### src/single_float_adder_truncating_defines.svh
// Assertion macros used by the adder pipeline file sfa_pipe.sv.
`ifndef SINGLE_FLOAT_ADDER_TRUNCATING_DEFINES_SVH
`define SINGLE_FLOAT_ADDER_TRUNCATING_DEFINES_SVH

// Implication checked on every edge outside reset.
`define SFA_ASSERT_IMPL(label, clk, rst_n, lhs, rhs) \
    label: assert property (@(posedge clk) disable iff (!rst_n) (lhs) |-> (rhs)) \
        else $error("assertion failed");

// Implication whose consequent is checked in the cycle after the antecedent.
`define SFA_ASSERT_NEXT(label, clk, rst_n, lhs, rhs) \
    label: assert property (@(posedge clk) disable iff (!rst_n) (lhs) |=> (rhs)) \
        else $error("assertion failed");

`endif

### src/sfa_pkg.sv
`default_nettype none
package sfa_pkg;
    localparam int unsigned FracW = 23;
    localparam int unsigned ExpW  = 8;
    localparam int unsigned MantW = 24;
    localparam int unsigned Stages = 4;
    localparam logic [FracW-1:0] FracMask = 23'h7FFFFF;
    localparam logic [MantW-1:0] HiddenBit = 24'h800000;

    typedef logic [31:0] t_word;

    // Count leading zeros of a 25-bit magnitude.
    function automatic logic [4:0] clz25(input logic [24:0] v);
        logic [4:0] n;
        logic       found;
        n = 5'd25;
        found = 1'b0;
        for (int i = 24; i >= 0; i--) begin
            if (!found && v[i]) begin
                n = 5'(24 - i);
                found = 1'b1;
            end
        end
        return n;
    endfunction
endpackage
`default_nettype wire

### src/sfa_pipe.sv
`default_nettype none
`include "single_float_adder_truncating_defines.svh"
// Four-stage datapath: swap/align, add, leading-zero count, normalize.
module sfa_pipe (
    input  wire              i_clk,
    input  wire              i_rst_n,
    input  wire              i_adv,
    input  wire              i_valid,
    input  sfa_pkg::t_word   i_a,
    input  sfa_pkg::t_word   i_b,
    output logic             o_valid,
    output sfa_pkg::t_word   o_sum
);
    import sfa_pkg::*;

    logic [Stages-1:0] r_v;

    // stage 1
    logic [ExpW-1:0]  r1_e;
    logic [MantW-1:0] r1_ml, r1_mt;
    logic             r1_sl, r1_st;
    // stage 2
    logic [ExpW-1:0]  r2_e;
    logic [24:0]      r2_mag;
    logic             r2_neg;
    // stage 3
    logic [ExpW-1:0]  r3_e;
    logic [24:0]      r3_mag;
    logic             r3_neg;
    logic [4:0]       r3_lz;
    // stage 4
    t_word            r4_sum;

    logic [ExpW-1:0]  n1_e, et;
    logic [ExpW-1:0]  align_sh;
    t_word            lead, trail;
    logic [MantW-1:0] mt;
    logic signed [25:0] n2_tot, sl, st;
    logic [24:0]      n2_mag;
    logic [24:0]      shl;
    logic [ExpW-1:0]  n4_e;
    logic [22:0]      n4_f;

    always_comb begin
        if (i_a[30:23] < i_b[30:23]) begin
            lead = i_b;
            trail = i_a;
        end else begin
            lead = i_a;
            trail = i_b;
        end
        n1_e = lead[30:23];
        et = trail[30:23];
        align_sh = n1_e - et;
        mt = HiddenBit | MantW'(trail[FracW-1:0] & FracMask);
        mt = (align_sh >= 8'd24) ? '0 : (mt >> align_sh[4:0]);
    end

    always_comb begin
        sl = r1_sl ? -$signed({2'b00, r1_ml}) : $signed({2'b00, r1_ml});
        st = r1_st ? -$signed({2'b00, r1_mt}) : $signed({2'b00, r1_mt});
        n2_tot = sl + st;
        n2_mag = n2_tot[25] ? 25'(-n2_tot) : n2_tot[24:0];
    end

    always_comb begin
        shl = '0;
        n4_e = r3_e;
        n4_f = '0;
        if (r3_mag[24]) begin
            n4_e = r3_e + 8'd1;
            n4_f = r3_mag[23:1];
        end else begin
            shl = r3_mag << (r3_lz - 5'd1);
            n4_e = r3_e - 8'(r3_lz - 5'd1);
            n4_f = shl[22:0];
        end
    end

    always_ff @(posedge i_clk) begin
        if (!i_rst_n) begin
            r_v <= '0;
        end else if (i_adv) begin
            r_v <= {r_v[Stages-2:0], i_valid};
        end
    end

    always_ff @(posedge i_clk) begin
        if (i_adv) begin
            r1_e  <= n1_e;
            r1_ml <= HiddenBit | MantW'(lead[FracW-1:0] & FracMask);
            r1_mt <= mt;
            r1_sl <= lead[31];
            r1_st <= trail[31];
            r2_e   <= r1_e;
            r2_mag <= n2_mag;
            r2_neg <= n2_tot[25];
            r3_e   <= r2_e;
            r3_mag <= r2_mag;
            r3_neg <= r2_neg;
            r3_lz  <= clz25(r2_mag);
            if (r3_mag == '0) begin
                r4_sum <= '0;
            end else begin
                r4_sum <= {r3_neg, n4_e, n4_f};
            end
        end
    end

    assign o_valid = r_v[Stages-1];
    assign o_sum   = r4_sum;

    `SFA_ASSERT_NEXT(a_hold, i_clk, i_rst_n, !i_adv, $stable(r_v))
    `SFA_ASSERT_NEXT(a_adv, i_clk, i_rst_n, i_adv && i_valid, r_v[0])
    `SFA_ASSERT_IMPL(a_lz, i_clk, i_rst_n, r_v[2] && r3_mag != '0, r3_lz <= 5'd24)
endmodule
`default_nettype wire

### src/single_float_adder_truncating.sv
// Channel  | Dir | tdata fields (low bit up)          | Notes
// s_axis   | in  | operand_a[31:0], operand_b[63:32]  | two single-precision addends
// m_axis   | out | sum_bits[31:0]                     | truncated sum, zero gives +0
//
// One transfer per cycle is accepted while m_axis does not stall the pipe.
// The four register stages (align, add, count, normalize) advance together.
// A stall on m_axis freezes the whole pipe; s_axis_tready drops only when the
// last stage holds a result that is not taken.
// Reset (i_rst_n low, synchronous) clears the stage valid bits only.
`default_nettype none
module single_float_adder_truncating (
    input  wire         i_clk,
    input  wire         i_rst_n,
    input  wire         s_axis_tvalid,
    output logic        s_axis_tready,
    input  wire  [63:0] s_axis_tdata,   // operand_a[31:0], operand_b[63:32]
    output logic        m_axis_tvalid,
    input  wire         m_axis_tready,
    output logic [31:0] m_axis_tdata    // sum_bits[31:0]
);
    import sfa_pkg::*;

    logic adv;

    // Advance whenever the output slot is empty or being drained.
    assign adv = m_axis_tready || !m_axis_tvalid;
    assign s_axis_tready = adv;

    sfa_pipe u_pipe (
        .i_clk   (i_clk),
        .i_rst_n (i_rst_n),
        .i_adv   (adv),
        .i_valid (s_axis_tvalid),
        .i_a     (s_axis_tdata[31:0]),
        .i_b     (s_axis_tdata[63:32]),
        .o_valid (m_axis_tvalid),
        .o_sum   (m_axis_tdata)
    );
endmodule
`default_nettype wire
### config.mk
export PLATFORM = sky130hd
export DESIGN_NAME = single_float_adder_truncating
export DESIGN_NICKNAME = d
export VERILOG_FILES = /design/src/sfa_pkg.sv /design/src/sfa_pipe.sv /design/src/single_float_adder_truncating.sv
export VERILOG_INCLUDE_DIRS = /design/src /design/src/src
export SDC_FILE = /design/constraint.sdc
export NUM_CORES = 1
export LEC_CHECK = 0
export BUFFER_PORTS_ARGS = -buffer_cell sky130_fd_sc_hd__clkbuf_2
export CAP_MARGIN = 20
export CORE_ASPECT_RATIO = 1.1
export CORE_MARGIN = 10
export CORE_UTILIZATION = 25
export CTS_CLUSTER_SIZE = 20
export DETAILED_ROUTE_END_ITERATION = 7
export GPL_TIMING_DRIVEN = 0
export HOLD_SLACK_MARGIN = 0.03
export PLACE_DENSITY_LB_ADDON = 0.08
export SYNTH_ARGS = -nofsm -noshare
export SYNTH_HDL_FRONTEND = slang
export SYNTH_SLANG_ARGS = --single-unit
### constraint.sdc
create_clock -name i_clk -period 5.5 [get_ports i_clk]
set_input_delay 1.1 -clock i_clk [delete_from_list [all_inputs] [get_ports i_clk]]
set_output_delay 1.1 -clock i_clk [all_outputs]
set_load 0.01 [all_outputs]
==> results of run 1 <==
## metal layers
metal  GRT usage  up-vias  share of wire
met1       0.130     4396           0.40
met3      0.0250       60          0.029
met5           0        -              0
li1            -     4772              -
met4      0.0491        0          0.030
met2       0.240      175           0.54
## registers in the layout, indices dropped and copies added (netlist names)
name and cells:
u_pipe.r3_neg 1, u_pipe.r3_e 8, u_pipe.r2_neg 1, u_pipe.r1_e 8, u_pipe.r1_mt 24, u_pipe.r2_e 8, u_pipe.r3_lz 5, u_pipe.r1_ml 23
u_pipe.r3_mag 25, u_pipe.r1_sl 1, u_pipe.r_v 4, u_pipe.r1_st 1, u_pipe.r2_mag 25, u_pipe.o_sum 32
## critical path, delay by kind of cell (launching register included)
kind / cells / cell delay [ps]
flip-flops: 1 / 480
adder cells (fa/ha/maj): 1 / 410
AO/OA/AOI/OAI: 8 / 1430
AND/OR/NAND/NOR: 4 / 1850
XOR/XNOR: 3 / 540
buffers and inverters: 1 / 210
## synthesized netlist by cell type, types with 19 or more instances
master and number:
mux2_2 43, nor2b_1 20, ha_1 46, a21oi_1 79, xnor2_1 83, o21ai_0 81, nor2_1 86, nand2b_1 22
clkbuf_1 46, inv_1 40, nand2_1 114, xor2_1 19, mux2i_1 71, edfxtp_1 162
## final timing paths
path,startpoint,to,slack [ps]
max,u_pipe.r1_mt[7]$_SDFFCE_PP0P_,u_pipe.r2_mag[11]$_DFFE_PP_,290
min,u_pipe.r1_e[0]$_DFFE_PP_,u_pipe.r2_e[0]$_DFFE_PP_,420
max reg2reg,u_pipe.r1_mt[7]$_SDFFCE_PP0P_,u_pipe.r2_mag[11]$_DFFE_PP_,290
min reg2reg,u_pipe.r1_e[0]$_DFFE_PP_,u_pipe.r2_e[0]$_DFFE_PP_,420
## layout make-up
cell class	count	area [µm²]
Buffer	56	234
Clock buffer	18	429
Clock inverter	14	164
Fill cell	5029	33700
Inverter	40	154
Multi-Input combinational cell	941	6800
Sequential cell	166	4940
Tap cell	645	807
Timing Repair Buffer	105	586
## report_power, final
part           switching [W]  internal, W
registers           0.000329      0.00208
logic                0.00308      0.00213
clock network       0.000553     0.000681
## placed cells by master, fill, tap and decap left out, types with 22 or more instances in the layout
| cell | n |
|---|---|
| edfxtp_1 | 162 |
| nand2_1 | 114 |
| clkbuf_2 | 102 |
| nor2_1 | 86 |
| xnor2_1 | 83 |
| o21ai_0 | 80 |
| a21oi_1 | 77 |
| mux2i_1 | 71 |
| ha_1 | 46 |
| clkbuf_1 | 44 |
| mux2_2 | 43 |
| inv_1 | 39 |
| nand2b_1 | 22 |
## through the flow
stage | setup TNS [ps] | setup WS, ps | hold WS [ps] | utilization
after floorplan | 0 | 736 | 400 | -
after global placement | -49520 | -887 | 404 | 0.280
after detailed placement | -0.276 | -0.276 | 405 | 0.282
after CTS | 0 | 7.22 | 412 | 0.295
after global routing | -11.8 | -9.21 | 421 | 0.295
final | 0 | 286 | 416 | 0.295
## cell families after synthesis
logic type,count (synthesis),share of synthesized area
simple gates,352,0.141
mux,131,0.130
xor+xnor,103,0.0752
fa+ha+maj,48,0.0509
compound gates,307,0.161
buf+inv,98,0.0323
flops,166,0.409
## timing repair
item                                    4_1_cts  5_1_grt
hold endpoints to repair                      0        0
endpoints found under the setup margin        0       25
resized for setup                             0       10
==> summary.txt, run 1 <==
status: finished, final reports clean
GRT Total Usage: 0.125
maximum capacitance violations: 0
Yosys top cell area share: 0.402
CP peak stage delay: 590 ps
Mapped Nets: 1,321
R2R depth: 17
DR vias/cell: 4.74
Final Instance Area: 14,100 µm²
Initial DRC Count: 523
Inserted Diodes: 0
pwr/cell area: 627 nW/µm²
total gr overflow: 0
Synth async-reset ratio: 0
largest cells by area after synthesis: edfxtp_1 (40%), xnor2_1 (6.0%), mux2i_1 (5.9%), ha_1 (4.8%), mux2_2 (4.0%)
CTS sink cnt: 166
H-tree levels: 4
Worst EP arrival: 5410 ps
Slew HR: 0.441
CTS Buf Count: 17
layout cells sized above 1: 0.166
vias in the first global route: 9,969
CTS root buf: clkbuf_16
library cells used by synthesis: 69
slowest cell on the critical path: or4_1
Clock Pin Slew Worst Setup and Hold Paths: 70 ps
Clock Path Buffers: 2
min cycle time layout: 5210 ps
number of synthesized flops with an enable pin: 162
global-route wire length before repair: 56.2 mm
initial antenna violation count: 0
die area: 57,600 µm²
Detail Placement HPWL: 30.0 mm
Leak Pwr: 5.47 nW
Tot Pwr: 0.00885 W
I/O Buffers: 101
crit end category: flip-flop
syn avg cell area: 10.0 µm²
postcts setup bufs: 0
dominant cell type by area after synthesis: edfxtp_1
Pins Over Slew Limit: 0
Mapped Area: 12,100 µm²
drt total wl: 36.0 mm
slew at the pin closest to its max-slew limit: 832 ps
vertical die dimension: 251 µm
Hold Crit Depth: 0
largest net degree at the start of global routing: 38
register bit total from synthesis: 166
NumNets Final: 1,443
Cells after Synth: 1,205
peak supply drop: 0.170 mV
vias: 9,403
# setup viols final: 0
CP cell instances: or4_4 -> or3_4 -> or3_4 -> or4_1 -> o31ai_1 -> xnor2_1 -> ha_1 -> a21oi_1 -> o21bai_1 -> a22o_1 -> a211oi_1 -> o21bai_1 -> a21oi_2 -> xnor2_4 -> buf_6 -> a31oi_1 -> xor2_1
Top FF cell, synth: edfxtp_1
Post-CTS Hold Buffers: 0
Antenna Violating Nets Remaining: 0
Hold Crit Class: flip-flop to flip-flop
Starting Density: 0.253
fin crit share: 0.948
Fmax achieved: 192 MHz
Worst Clk Skew: 9.63 ps
placed cells: 1,955
Non-Filler Instances: 1,985
DR WL/cell: 18.2 µm
DRC violations left: 0
Hold Vio Cnt, Final: 0
CP Max Fanout: 10
area post-placement: 13,500 µm²
Chip Width: 230 µm
WS Path Type: flip-flop to flip-flop
Worst Path Required: 5700 ps
category of the worst setup path launch point: flip-flop
sequential cell area fraction in the yosys report: 0.409
std cell rows: 84
Detailed Routing Iterations Pass 1: 6
Clk Latency, worst-skew pair: 460 ps
Syn. warnings: 0
Core Region: 47,800 µm²
CTS tree: yes
area grow syn2layout: 16.7%
RePlAce Congestion: 0.874
io pins: 102
(Power assumes the default switching activity.)
==> inputs of run 2 (changes only) <==
Settings changed: CELL_PAD_IN_SITES_DETAIL_PLACEMENT set to 1, CELL_PAD_IN_SITES_GLOBAL_PLACEMENT set to 1, SKIP_LAST_GASP set to 1.
==> run 2 against run 1 <==
Against the previous run:
- clock skew up 2.8 ps
- power up 1.1%
- non-clock buffer count unchanged
- critical path type unchanged
- cell count unchanged
==> summary.txt, run 2 (synthesis results as in run 1) <==
status: finished, final reports clean
CP peak stage delay: 550 ps (-40 ps)
Crit Reg-Reg Startpoint: u_pipe.r1_mt[7]$_SDFFCE_PP0P_
CTS sink cnt: 166 (unchanged)
CP Max Fanout: 10 (unchanged)
min cycle time layout: 5160 ps (-54.7 ps)
DR WL/cell: 19.6 µm (+8.2%)
CTS root buf: clkbuf_16
vias: 9,512 (+1.2%)
CP cell instances: or4_4 -> or3_4 -> or3_4 -> or4_4 -> o41ai_1 -> xnor2_1 -> ha_1 -> and4_1 -> a22o_1 -> a211oi_1 -> o21bai_1 -> a21oi_2 -> xnor2_4 -> buf_6 -> a31oi_1 -> xor2_1
H-tree levels: 4 (unchanged)
CTS tree: yes
fin crit share: 0.938 (-0.00995)
total gr overflow: 0 (unchanged)
DRC violations left: 0 (unchanged)
Post-CTS Hold Buffers: 0 (unchanged)
most frequent cells in the layout: edfxtp_1 (162), nand2_1 (114), clkbuf_2 (101)
Clock Pin Slew Worst Setup and Hold Paths: 70 ps (about the same)
Chip Width: 230 µm (unchanged)
Leak Pwr: 5.45 nW (-0.37%)
Clock Path Buffers: 2 (unchanged)
Fmax achieved: 194 MHz (+1.1%)
Worst Clk Skew: 12.4 ps (+2.81 ps)
CTS Buf Count: 17 (unchanged)
pwr/cell area: 634 nW/µm² (+1.2%)
maximum capacitance violations: 0 (unchanged)
RSZ-0062 raised after global routing: yes
postcts setup bufs: 0 (unchanged)
Initial DRC Count: 401 (-23%)
max FFs per register: 32 (unchanged)
Slew HR: 0.413 (-0.0280)
R2R depth: 16 (-1)
Setup Slack @ Placement: -126 ps (-126 ps)
Hold Crit Depth: 0 (unchanged)
layout cells sized above 1: 0.163 (-0.00299)
Hold Vio Cnt, Final: 0 (unchanged)
area grow syn2layout: 16.5%
Worst EP arrival: 5370 ps (-40 ps)
slowest cell on the critical path: or4_4
worst hold margin: 420 ps (+3.91 ps)
Detail Placement HPWL: 32.4 mm (+7.9%)
category of the worst setup path launch point: flip-flop
die area: 57,600 µm² (unchanged)
Antenna Violating Nets Remaining: 0 (unchanged)
drt total wl: 39.0 mm (+8.2%)
Inserted Diodes: 0 (unchanged)
I/O Buffers: 101 (unchanged)
Clk Latency, worst-skew pair: 480 ps (+20 ps)
# setup viols final: 0 (unchanged)
Starting Density: 0.253 (unchanged)
peak supply drop: 0.225 mV (+33%)
worst setup path end: u_pipe.r2_mag[11]$_DFFE_PP_
Worst Path Required: 5710 ps (about the same)
largest net degree at the start of global routing: 41 (+7.9%)
global-route wire length before repair: 60.3 mm (+7.3%)
# fillers: 5,462 (+8.6%)
vias in the first global route: 10,400 (+4.8%)
WS Path Type: flip-flop to flip-flop
slew at the pin closest to its max-slew limit: 881 ps (+48.5 ps)
vertical die dimension: 251 µm (unchanged)
initial antenna violation count: 0 (unchanged)
Core Region: 47,800 µm² (unchanged)
launch point of the critical path: u_pipe.r1_mt[7]$_SDFFCE_PP0P_
PnR worst setup slack: 341 ps (+54.7 ps)
RePlAce Congestion: 0.853 (-2.4%)
Detailed Routing Iterations Pass 1: 4 (-2)
Pins Over Slew Limit: 0 (unchanged)
crit end category: flip-flop
Worst R2R Setup Slack: 340 ps (+50 ps)
NumNets Final: 1,443 (unchanged)
Hold Crit Class: flip-flop to flip-flop
DR vias/cell: 4.79 (+1.2%)
GRT Total Usage: 0.136 (+0.0116)
io pins: 102 (unchanged)
most common cell after layout, fill and taps aside: edfxtp_1
r2r endpoint: u_pipe.r2_mag[11]$_DFFE_PP_
std cell rows: 84 (unchanged)
==> run 2: what timing repair did <==
item / in CTS / in global routing
endpoints found under the hold margin: 0 / 0
setup endpoints to repair: 3 / 24
resized for setup: 1 / 4
gates cloned: 0 / 0
==> run 2: metal layers <==
layer	global-route usage	routed length (µm)	vias up
met5	0	0	-
met4	0.0692	1510	0
met3	0.0285	1160	65
met2	0.260	21100	158
met1	0.137	15300	4526
li1	-	-	4763
==> run 2: final cells by class <==
class                           count  area, µm²  area share
Multi-Input combinational cell    941       6780       0.481
Buffer                             56        233      0.0165
Tap cell                          645        807      0.0573
Clock inverter                     15        166      0.0118
Inverter                           40        154      0.0109
Sequential cell                   166       4940       0.351
Timing Repair Buffer              105        586      0.0415
Clock buffer                       17        425      0.0302
==> run 2: worst min-delay path by stage <==
stage | startpoint | endpoint | slack, ps
2_1_floorplan | u_pipe.r1_e[0]$_DFFE_PP_ | u_pipe.r2_e[0]$_DFFE_PP_ | 400
3_3_place_gp | u_pipe.r2_neg$_DFFE_PP_ | u_pipe.r3_neg$_DFFE_PP_ | 410
3_5_place_dp | u_pipe.r2_e[4]$_DFFE_PP_ | u_pipe.r3_e[4]$_DFFE_PP_ | 410
4_1_cts | u_pipe.r1_e[3]$_DFFE_PP_ | u_pipe.r2_e[3]$_DFFE_PP_ | 420
5_1_grt | u_pipe.r1_e[3]$_DFFE_PP_ | u_pipe.r2_e[3]$_DFFE_PP_ | 430
6_report | u_pipe.r1_e[3]$_DFFE_PP_ | u_pipe.r2_e[3]$_DFFE_PP_ | 420
==> run 2: critical path: cells and delay by family (launching register included) <==
family / cells / cell delay (ps)
AO/OA/AOI/OAI: 6 / 1210
adder cells (fa/ha/maj): 1 / 460
flip-flops: 1 / 440
AND/OR/NAND/NOR: 5 / 2010
buffers and inverters: 1 / 210
XOR/XNOR: 3 / 550
==> run 2: metrics by stage <==
stage | TNS, ps | util | area (µm²) | total power (W) | std cells
floorplan | 0 | - | 12100 | 0.00619 | 1205
detailed placement | -132 | 0.282 | 13500 | 0.00780 | 1955
finish | 0 | 0.295 | 14100 | 0.00894 | 1985
global route | -10.9 | 0.295 | 14100 | 0.00973 | 1985
global placement | -50200 | 0.280 | 13400 | 0.00777 | 1951
CTS | 0 | 0.295 | 14100 | 0.00910 | 1987
==> run 2: power by group <==
group          switching, W  total, W  internal, W  leakage (nW)
clock network      0.000580   0.00122     0.000641         0.279
logic               0.00317   0.00530      0.00213          3.36
registers          0.000340   0.00242      0.00208          1.81
total               0.00409   0.00894      0.00485          5.45
==> inputs of run 3 (changes only) <==
Settings changed: ABC_AREA set to 1, BUFFER_PORTS_ARGS -buffer_cell sky130_fd_sc_hd__clkbuf_2 to not set, DONT_BUFFER_PORTS set to 1.
==> run 3 against run 2 <==
Against the previous run:
- utilization decreased by 1.0 points
- power is 3.5% lower
- routed wire length rose by 17%
- setup slack gained 250 ps
==> summary.txt, run 3 <==
total gr overflow: 0 (unchanged)
library cells used by synthesis: 56 (-19%)
xor/xnor share of the synthesized area: 0.0555 (-0.0197)
Worst Path Required: 5710 ps (about the same)
vias: 11,400 (+20%)
fin crit share: 0.892 (-0.0457)
CTS sink cnt: 166 (unchanged)
Inserted Diodes: 0 (unchanged)
Initial DRC Count: 430 (+7.2%)
dominant cell type by area after synthesis: edfxtp_1
number of synthesized flops with an enable pin: 162 (unchanged)
layout cells sized above 1: 0.0606 (-0.103)
vias in the first global route: 12,100 (+15%)
DRC violations left: 0 (unchanged)
Slew HR: 0.421 (+0.00818)
CTS tree: yes
Hold Crit Class: flip-flop to flip-flop
DR WL/cell: 18.8 µm (-4.1%)
Yosys top cell area share: 0.380 (-0.0222)
drt total wl: 45.7 mm (+17%)
DR vias/cell: 4.70 (-1.8%)
largest family of logic cells by synthesized area: simple AND/OR/NAND/NOR gates
category of the worst setup path launch point: flip-flop
most frequent cells after synthesis: nand2_1 (477), inv_1 (215), edfxtp_1 (162)
Worst R2R Setup Slack: 590 ps (+250 ps)
GRT Total Usage: 0.150 (+0.0140)
Fmax achieved: 204 MHz (+5.1%)
largest cells by area after synthesis: edfxtp_1 (38%), nand2_1 (14%), inv_1 (6.3%), o21ai_0 (5.9%), nand3_1 (4.8%)
die area: 60,700 µm² (+5.4%)
Starting Density: 0.254 (+0.00129)
I/O Buffers: 0 (-100%)
Top FF cell, synth: edfxtp_1
Mapped Area: 12,800 µm² (+5.8%)
Worst Clk Skew: 16.0 ps (+3.57 ps)
Leak Pwr: 6.51 nW (+19%)
Detail Placement HPWL: 39.1 mm (+21%)
Hold Vio Cnt, Final: 0 (unchanged)
RePlAce Congestion: 0.874 (+2.6%)
Pins Over Slew Limit: 0 (unchanged)
Mapped Nets: 1,846 (+40%)
maximum capacitance violations: 0 (unchanged)
Synth Area in Simple Gates: 0.286 (+0.144)
peak supply drop: 0.219 mV (-2.6%)
Detailed Routing Iterations Pass 1: 4 (unchanged)
RSZ-0062 raised after global routing: no
Chip Width: 236 µm (+2.6%)
Synth async-reset ratio: 0 (unchanged)
Clock Pin Slew Worst Setup and Hold Paths: 60 ps (about the same)
pwr/cell area: 602 nW/µm² (-5.0%)
mux cell area share after synthesis: 0.00704 (-0.123)
Compound-Gate Fraction of Synth Area: 0.130 (-0.0307)
vertical die dimension: 257 µm (+2.7%)
# fillers: 6,167 (+13%)
Clk Latency, worst-skew pair: 480 ps (about the same)
CTS Buf Count: 17 (unchanged)
register bit total from synthesis: 166 (unchanged)
global-route wire length before repair: 70.7 mm (+17%)
initial antenna violation count: 0 (unchanged)
most common cell in the synthesized netlist: nand2_1
sequential cell area fraction in the yosys report: 0.386 (-0.0226)
most frequent cells in the layout: nand2_1 (477), inv_1 (214), edfxtp_1 (162)
final setup TNS: 0 ps (unchanged)
WS Path Type: flip-flop to flip-flop
std cell rows: 86 (+2.4%)
area grow syn2layout: 11.8%
Cells after Synth: 1,730 (+44%)
NumNets Final: 1,872 (+30%)
Syn. warnings: 0 (unchanged)
syn avg cell area: 7.40 µm² (-26%)
# setup viols final: 0 (unchanged)
crit end category: flip-flop
max FFs per register: 32 (unchanged)
most common cell after layout, fill and taps aside: nand2_1
Worst EP arrival: 5120 ps (-250 ps)
synthesized-area fraction occupied by adder cells: 0.0481 (-0.00281)
Core Region: 50,400 µm² (+5.3%)
CTS root buf: clkbuf_16
io pins: 102 (unchanged)
Tot Pwr: 0.00862 W (-3.5%)
Antenna Violating Nets Remaining: 0 (unchanged)
min cycle time layout: 4910 ps (-252 ps)
largest net degree at the start of global routing: 43 (+4.9%)
CP Max Fanout: 9 (-1)
slew at the pin closest to its max-slew limit: 866 ps (-15.2 ps)
Clock Path Buffers: 2 (unchanged)
H-tree levels: 4 (unchanged)
status: finished, final reports clean
## run 3: path summary, 6_finish.rpt
path	start	endpoint	cells after the start
hold reg to reg	u_pipe.r1_e[0]$_DFFE_PP_	u_pipe.r2_e[0]$_DFFE_PP_	0
hold / removal	u_pipe.r1_e[0]$_DFFE_PP_	u_pipe.r2_e[0]$_DFFE_PP_	0
setup / recovery	u_pipe.r1_ml[0]$_DFFE_PP_	u_pipe.r2_mag[18]$_DFFE_PP_	22
setup reg to reg	u_pipe.r1_ml[0]$_DFFE_PP_	u_pipe.r2_mag[18]$_DFFE_PP_	22
## run 3: routing by layer
| layer | vias up | routed length (µm) | GRT usage | part of all wire |
|---|---|---|---|---|
| met5 | - | 0 | 0 | 0 |
| met4 | 0 | 861 | 0.0461 | 0.019 |
| met3 | 40 | 1160 | 0.0267 | 0.025 |
| met2 | 133 | 24500 | 0.283 | 0.54 |
| met1 | 5420 | 19200 | 0.167 | 0.42 |
| li1 | 5825 | - | - | - |
## run 3: worst max-delay path, cell delays in order (launching register included)
cell	delay, ps
edfxtp_1	420
inv_1	80
ha_1	170
inv_1	70
nor4_2	390
nand3_1	270
nor3_1	200
inv_1	100
o31ai_2	280
nand2_1	120
xor2_1	300
ha_1	370
a21oi_1	270
o21ai_0	180
a21oi_1	240
nand3_2	110
nand2_1	80
nand2_1	80
a21oi_4	200
xor2_4	270
inv_2	150
o21ai_0	180
nand2_1	100
## run 3: through the flow
| step | utilization | cell area, µm² | hold slack (ps) | setup slack, ps | instances |
|---|---|---|---|---|---|
| floorplan | - | 12800 | 400 | 1080 | 1730 |
| global placement | 0.271 | 13600 | 400 | -147 | 2390 |
| detailed placement | 0.273 | 13700 | 405 | 48.3 | 2395 |
| CTS | 0.284 | 14300 | 422 | 27.3 | 2425 |
| global route | 0.284 | 14300 | 425 | 77.2 | 2427 |
| finish | 0.284 | 14300 | 420 | 593 | 2427 |
## run 3: logic make-up after synthesis
kind of cell             Yosys count
XOR/XNOR                          79
flip-flops                       166
multiplexers                       9
AO/OA/AOI/OAI                    293
buffers and inverters            276
adder cells (fa/ha/maj)           48
AND/OR/NAND/NOR                  859
## run 3: area by class of cell
type                       count  area, µm²  area share
multi-input combinational   1288       6770       0.473
sequential                   166       4940       0.345
inverter                     222        837      0.0585
tap                          660        826      0.0577
clock buffer                  19        433      0.0302
buffer                        54        283      0.0198
clock inverter                11        125     0.00874
timing repair buffer           7        103     0.00717
## run 3: timing repair
action | CTS | global route
gates resized for setup | 0 | 3
hold endpoints to repair | 0 | 0
endpoints found under the setup margin | 0 | 25
buffers inserted | 0 | 2
hold buffers | 0 | 0
## run 3: power breakdown
part | internal [W] | total [W] | switching (W)
clock | 0.000664 | 0.00119 | 0.000525
sequential | 0.00205 | 0.00242 | 0.000378
combinational | 0.00157 | 0.00501 | 0.00344
